### src/sv/mmg_div.sv
// ----------------------------------------------------------------------------
// mmg_div
// Restoring unsigned divider, one quotient bit per cycle.
// ----------------------------------------------------------------------------
module mmg_div #(
  parameter int unsigned NW = 17,
  parameter int unsigned DW = 7
) (
  input  logic          clk,
  input  logic          rst,
  input  logic          go,
  input  logic [NW-1:0] num,
  input  logic [DW-1:0] den,
  output logic          done,
  output logic [NW-1:0] quot
);

  localparam int unsigned CNTW = $clog2(NW + 1);

  logic [CNTW-1:0] cnt;
  logic            run;
  logic [DW-1:0]   rem;
  logic [DW-1:0]   dreg;
  logic [DW:0]     sh;
  logic            fits;

  assign sh   = {rem, quot[NW-1]};
  assign fits = sh >= {1'b0, dreg};

  always_ff @(posedge clk) begin
    if (rst) begin
      run  <= 1'b0;
      done <= 1'b0;
      cnt  <= '0;
    end else begin
      done <= 1'b0;
      if (go) begin
        run <= 1'b1;
        cnt <= CNTW'(NW);
      end else if (run) begin
        cnt <= cnt - 1'b1;
        if (cnt == CNTW'(1)) begin
          run  <= 1'b0;
          done <= 1'b1;
        end
      end
    end
  end

  always_ff @(posedge clk) begin
    if (go) begin
      quot <= num;
      rem  <= '0;
      dreg <= den;
    end else if (run) begin
      if (fits) begin
        rem  <= DW'(sh - {1'b0, dreg});
        quot <= {quot[NW-2:0], 1'b1};
      end else begin
        rem  <= sh[DW-1:0];
        quot <= {quot[NW-2:0], 1'b0};
      end
    end
  end

endmodule

### config.mk
export PLATFORM = sky130hd
export DESIGN_NAME = mmg_div
export DESIGN_NICKNAME = d
export VERILOG_FILES = /design/src/sv/mmg_div.sv
export SDC_FILE = /design/constraint.sdc
export NUM_CORES = 1
export LEC_CHECK = 0
export BUFFER_PORTS_ARGS = -buffer_cell sky130_fd_sc_hd__buf_2
export CAP_MARGIN = 20
export CORE_MARGIN = 10
export CORE_UTILIZATION = 35
export DETAILED_ROUTE_END_ITERATION = 10
export GPL_ROUTABILITY_DRIVEN = 1
export HOLD_SLACK_MARGIN = 0.15
export PLACE_DENSITY = 0.61
export SLEW_MARGIN = 10
export SYNTH_ARGS = -nofsm -noshare
export SYNTH_HDL_FRONTEND = slang
export SYNTH_SLANG_ARGS = --single-unit
export TNS_END_PERCENT = 30
### constraint.sdc
create_clock -name clk -period 5.5 [get_ports clk]
set_clock_uncertainty 0.05 [all_clocks]
set_input_delay 0.55 -clock clk [delete_from_list [all_inputs] [get_ports clk]]
set_output_delay 0.55 -clock clk [all_outputs]
set_load 0.03 [all_outputs]
==> results of run 1 <==
-- placed cells by master, fill, tap and decap left out, types with 4 or more instances in the layout --
cell type	count
buf_2	44
o21ai_0	7
nor3_1	6
a21oi_1	4
nand2_1	5
and3_1	9
a41oi_1	4
dfxtp_1	14
nor2_1	4
ha_1	9
edfxtp_1	24
xnor2_1	6
nor2b_1	5
inv_1	15
mux2_2	16
clkbuf_8	5
-- cell families after synthesis --
| family | count (synthesis) | synth area share |
|---|---|---|
| adder cells (fa/ha/maj) | 10 | 0.0661 |
| AND/OR/NAND/NOR | 42 | 0.119 |
| buffers and inverters | 24 | 0.0530 |
| flip-flops | 38 | 0.499 |
| XOR/XNOR | 7 | 0.0306 |
| multiplexers | 16 | 0.0898 |
| AO/OA/AOI/OAI | 36 | 0.142 |
-- layer usage --
metal / GRT usage / part of all wire / up-vias / wire length, um
met5: 0 / 0 / - / 0
met4: 0.0295 / 0.013 / 0 / 51
li1: - / - / 732 / -
met3: 0.0420 / 0.052 / 6 / 209
met1: 0.115 / 0.48 / 673 / 1950
met2: 0.148 / 0.45 / 27 / 1840
-- Yosys cell counts, types with 5 or more instances --
cell,instances
clkbuf_1,5
inv_1,15
nand2_1,5
mux2_2,16
nor2b_1,5
xnor2_1,6
edfxtp_1,24
and3_1,9
dfxtp_1,14
ha_1,9
o21ai_0,7
nor3_1,6
-- flip-flops by register name (all words and copies together), names as in the netlist --
name,cells
rem,7
quot,17
dreg,7
done,1
run,1
cnt,5
-- worst min-delay path by stage --
stage | slack [ps] | to | start
after floorplan | 420 | cnt[1] | cnt[1]
after global placement | 440 | cnt[1] | cnt[1]
after detailed placement | 450 | cnt[1] | cnt[1]
after CTS | 380 | dreg[1] | den[1]
after global routing | 370 | dreg[5] | den[5]
final | 390 | dreg[1] | den[1]
-- through the flow --
stage                     cells  hold slack [ps]
final                       288              390
after global routing        288              370
after CTS                   288              378
after detailed placement    280              451
after global placement      280              437
after floorplan             173              419
-- where the power goes --
| part | leakage (nW) | internal [mW] | switching [mW] | total, mW |
|---|---|---|---|---|
| sequential | 0.354 | 0.332 | 0.0151 | 0.347 |
| combinational | 0.593 | 0.0604 | 0.0881 | 0.148 |
| clock | 0.0579 | 0.133 | 0.0962 | 0.230 |
-- layout make-up --
cell class / count / area [um2] / share of cell area
clock buffers: 5 / 68.8 / 0.0290
repair buffers: 44 / 220 / 0.0927
well taps: 72 / 90.1 / 0.0379
flip-flops and latches: 38 / 1000 / 0.421
clock inverters: 3 / 40.0 / 0.0169
multi-input cells: 111 / 898 / 0.378
inverters: 15 / 56.3 / 0.0237
==> flow_summary.json, run 1 <==
{
  "outcome": "completed",
  "startpoint": "quot[16]",
  "slew-limit-headroom": 0.537,
  "power_mw": 0.725,
  "insertion_delay_ps": 280,
  "ant_nets": 0,
  "root_buffer": "clkbuf_8",
  "grt_pass1_wl_um": 6820,
  "max_freq_ghz": 0.428,
  "max_stage_delay_ps": 420,
  "die_h_um": 95.7,
  "postCtsSetupRepairBufs": 0,
  "grt_pass1_vias": 1462,
  "worst_slack_ps": 3170,
  "utilization": 0.429,
  "first_iter_violations": 107,
  "cts_resized": 0,
  "finalSetupViolations": 0,
  "reg2reg_to": "rem[2]",
  "synth_seq_area_share": 0.499,
  "synth_edf_count": 24,
  "yosysWarnings": 0,
  "overflow": 0,
  "hold_viol": 0,
  "crit_slowest_cell": "fa_1",
  "start_kind": "flip-flop",
  "worstPathArrival_ps": 2490,
  "path_depth": 7,
  "tns_ps": 0,
  "dieArea_um2": 9160,
  "syn2layout_area_growth_pct": 18.4,
  "async_flop_share": 0,
  "power_leakage_nw": 1.00,
  "drcViolationCount": 0,
  "powerDensity_nw_per_um2": 305,
  "crit_path_max_fanout": 9,
  "syn_area_um2": 2010,
  "io_buffers": 44,
  "cts_buffers": 5,
  "place_congestion": 0.775,
  "crit_required_ps": 5650,
  "die_x_um": 95.7,
  "num-nets-final": 252,
  "syn-num-nets": 210,
  "cts_hold_buf": 0,
  "vias": 1438,
  "crit_buf_inv": 1,
  "clkSinkCount": 38,
  "path_cells": "inv_1 > ha_1 > fa_1 > nand2b_1 > a211o_1 > and3_1 > a311oi_2",
  "yosysTopAreaCell": "edfxtp_1",
  "r2r_setup_slack_ps": 3170,
  "min_path_cells": 1,
  "crit_path_end_kind": "flip-flop",
  "rsz0062_at_grt": "no",
  "htree_levels": 2,
  "slew_violations": 0,
  "finalCritPeriodShare": 0.424,
  "drtPass1Iterations": 4,
  "place_area_um2": 2270,
  "avgSynthCellArea_um2": 11.6,
  "start_util": 0.362,
  "wirelength_um": 4050,
  "stdcell_area_um2": 2370,
  "reg2reg_depth": 7,
  "cts.clk_slew.worst_paths_ps": 80,
  "tightest_slew_ps": 693,
  "routedWlPerCell_um": 14.1,
  "synth_area_leaders": "edfxtp_1, dfxtp_1, mux2_2",
  "ys_types": 46,
  "drv_cap": 0,
  "hp-class": "in2reg",
  "peakVddDrop_mv": 0.140,
  "io_pins": 45,
  "antenna_cells": 0,
  "synthDominantCellAreaShare": 0.359,
  "grt_usage": 0.0946,
  "antenna_found_initial": 0,
  "syn_inst": 173,
  "crit_family": "compound AO/OA/AOI/OAI gates",
  "placementRows": 27,
  "grt_max_degree": 32,
  "reg2reg_from": "quot[16]",
  "vias_per_cell": 4.99,
  "post-place-ws_ps": 2940,
  "path_class": "reg2reg",
  "core-area_um2": 5540,
  "ys.flop_type": "edfxtp_1",
  "cts_buffer_depth": 2,
  "drive_gt1_frac": 0.343,
  "cts_tree": "done",
  "cp-endpoint": "rem[2]",
  "fill_cells": 558,
  "fin_crit_ps": 2330,
  "hpwlAfterDp_um": 3010,
  "synth-seq-cells": 38
}
(Power assumes the default switching activity.)
==> run 2, diff against run 1 <==
- PLACE_DENSITY: 0.61 -> 0.63
- clock period: 5.5 -> 1.95 ns (I/O delays scaled with it)
==> run 2 against run 1 <==
  * The flow now finishes with violations (setup timing)
  * Critical path depth is 1 lower
  * Cell count grew 11%
  * Flip-flop and latch count stayed put
  * Via count is 11% higher
  * Register-to-register slack got worse by 3300 ps
  * Wire length rose by 18%
  * Design area up 17%
  * Non-clock buffer count increased by 32
  * Total power increased to 3.1 times the previous value
  * First-iteration DRC count increased by 13%
  * Largest cell class unchanged
  * Largest power group unchanged
==> flow_summary.json, run 2 (synthesis results as in run 1) <==
{
  "hold_viol": 0,
  "outcome": "complete, but fails checks",
  "hpwlAfterDp_um": 3330,
  "drive_gt1_frac": 0.395,
  "regMostFlops": "quot",
  "start_kind": "flip-flop",
  "antenna_cells": 0,
  "peakVddDrop_mv": 0.384,
  "crit_family": "compound AO/OA/AOI/OAI gates",
  "cts_buffer_depth": 2,
  "wirelength_um": 4790,
  "place_congestion": 0.788,
  "worst_slack_ps": -92.4,
  "grt_usage": 0.114,
  "grt_pass1_vias": 1676,
  "antenna_found_initial": 0,
  "io_buffers": 44,
  "htree_levels": 2,
  "grt_max_degree": 31,
  "max_freq_ghz": 0.490,
  "overflow": 0,
  "utilization": 0.502,
  "clkSinkCount": 38,
  "final_common_cell": "buf_2",
  "syn2layout_area_growth_pct": 38.7,
  "dieArea_um2": 9160,
  "cts.clk_slew.worst_paths_ps": 90,
  "fill_cells": 519,
  "routedWlPerCell_um": 15.0,
  "fin_crit_ps": 2040,
  "crit_slowest_cell": "edfxtp_1",
  "first_iter_violations": 121,
  "core-area_um2": 5540,
  "max_stage_delay_ps": 410,
  "vias": 1589,
  "cts_buffers": 5,
  "violations": "setup timing",
  "post-place-ws_ps": -64.7,
  "place_area_um2": 2370,
  "stdcell_area_um2": 2780,
  "slew-limit-headroom": 0.705,
  "tns_ps": -337,
  "die_x_um": 95.7,
  "top_regs": "quot (17), dreg (7), rem (7)",
  "io_pins": 45,
  "drv_cap": 0,
  "drcViolationCount": 0,
  "power_leakage_nw": 1.17,
  "crit_path_max_fanout": 6,
  "crit_path_end_kind": "flip-flop",
  "die_h_um": 95.7,
  "rsz0062_at_grt": "yes",
  "vias_per_cell": 4.97,
  "root_buffer": "clkbuf_8",
  "hp-class": "in2reg",
  "path_cells": "ha_4 > fa_2 > nand2b_4 > a211o_4 > and3_4 > a311oi_2",
  "finalCritPeriodShare": 1.05,
  "ant_nets": 0,
  "finalSetupViolations": 6,
  "worstPathArrival_ps": 2210,
  "grt_pass1_wl_um": 8190,
  "start_util": 0.362,
  "placementRows": 27,
  "hold-worst-slack_ps": 156,
  "path_class": "reg2reg",
  "crit_buf_inv": 0,
  "drtPass1Iterations": 4,
  "tightest_slew_ps": 441,
  "powerDensity_nw_per_um2": 798,
  "cts_tree": "done",
  "slew_violations": 0,
  "largest_reg_flops": 17,
  "layout_common_cells": "buf_2, edfxtp_1, dlygate4sd3_1",
  "crit_required_ps": 2110,
  "insertion_delay_ps": 300,
  "num-nets-final": 284
}
[run 2: changes by cell type in the layout (fill, tap and decap cells not counted), sizes merged]
cell	change
bufinv	-1
clkbuf	+2
clkinv	-1
dlygate4sd3	+21
buf	+11
[run 2: worst register-to-register path, stage by stage, from the launching register on]
cell and delay [ps]:
edfxtp_1 410, ha_4 180, fa_2 340, nand2b_4 150, a211o_4 350, and3_4 230, a311oi_2 240
[run 2: layout make-up]
type	count	area (um2)	area share
repair buffers	76	517	0.186
inverters	15	56.3	0.0202
clock inverters	1	8.76	0.00315
clock buffers	7	119	0.0427
flip-flops and latches	38	1000	0.360
multi-input cells	111	990	0.356
well taps	72	90.1	0.0324
[run 2: what timing repair did]
action	CTS	global route
resized for setup	10	2
setup buffers	0	1
pin swaps	8	5
endpoints found under the setup margin	6	8
hold endpoints to repair	27	0
hold buffers	21	0
[run 2: report_power, final]
group          switching, mW  total, mW  internal, mW
Combinational          0.290      0.523         0.233
Clock                  0.314      0.724         0.410
Sequential            0.0383      0.973         0.935
[run 2: worst paths after layout]
kind	start	end	slack (ps)	cells past startpoint
setup reg to reg	dreg[0]	rem[2]	-90	6
hold / removal	num[16]	quot[16]	160	2
hold reg to reg	cnt[1]	cnt[1]	460	2
setup / recovery	dreg[0]	rem[2]	-90	6
[run 2: per-stage QoR]
step | cells | power (mW)
2_1_floorplan | 173 | 1.32
3_3_place_gp | 290 | 1.45
3_5_place_dp | 290 | 1.46
4_1_cts | 319 | 2.23
5_1_grt | 320 | 2.34
6_report | 320 | 2.22
[run 2: layer usage]
metal	GRT usage	up-vias	wire length, um
met1	0.137	746	2140
met4	0.0516	0	100
met2	0.183	37	2310
met5	0	-	0
met3	0.0389	11	231
li1	-	795	-
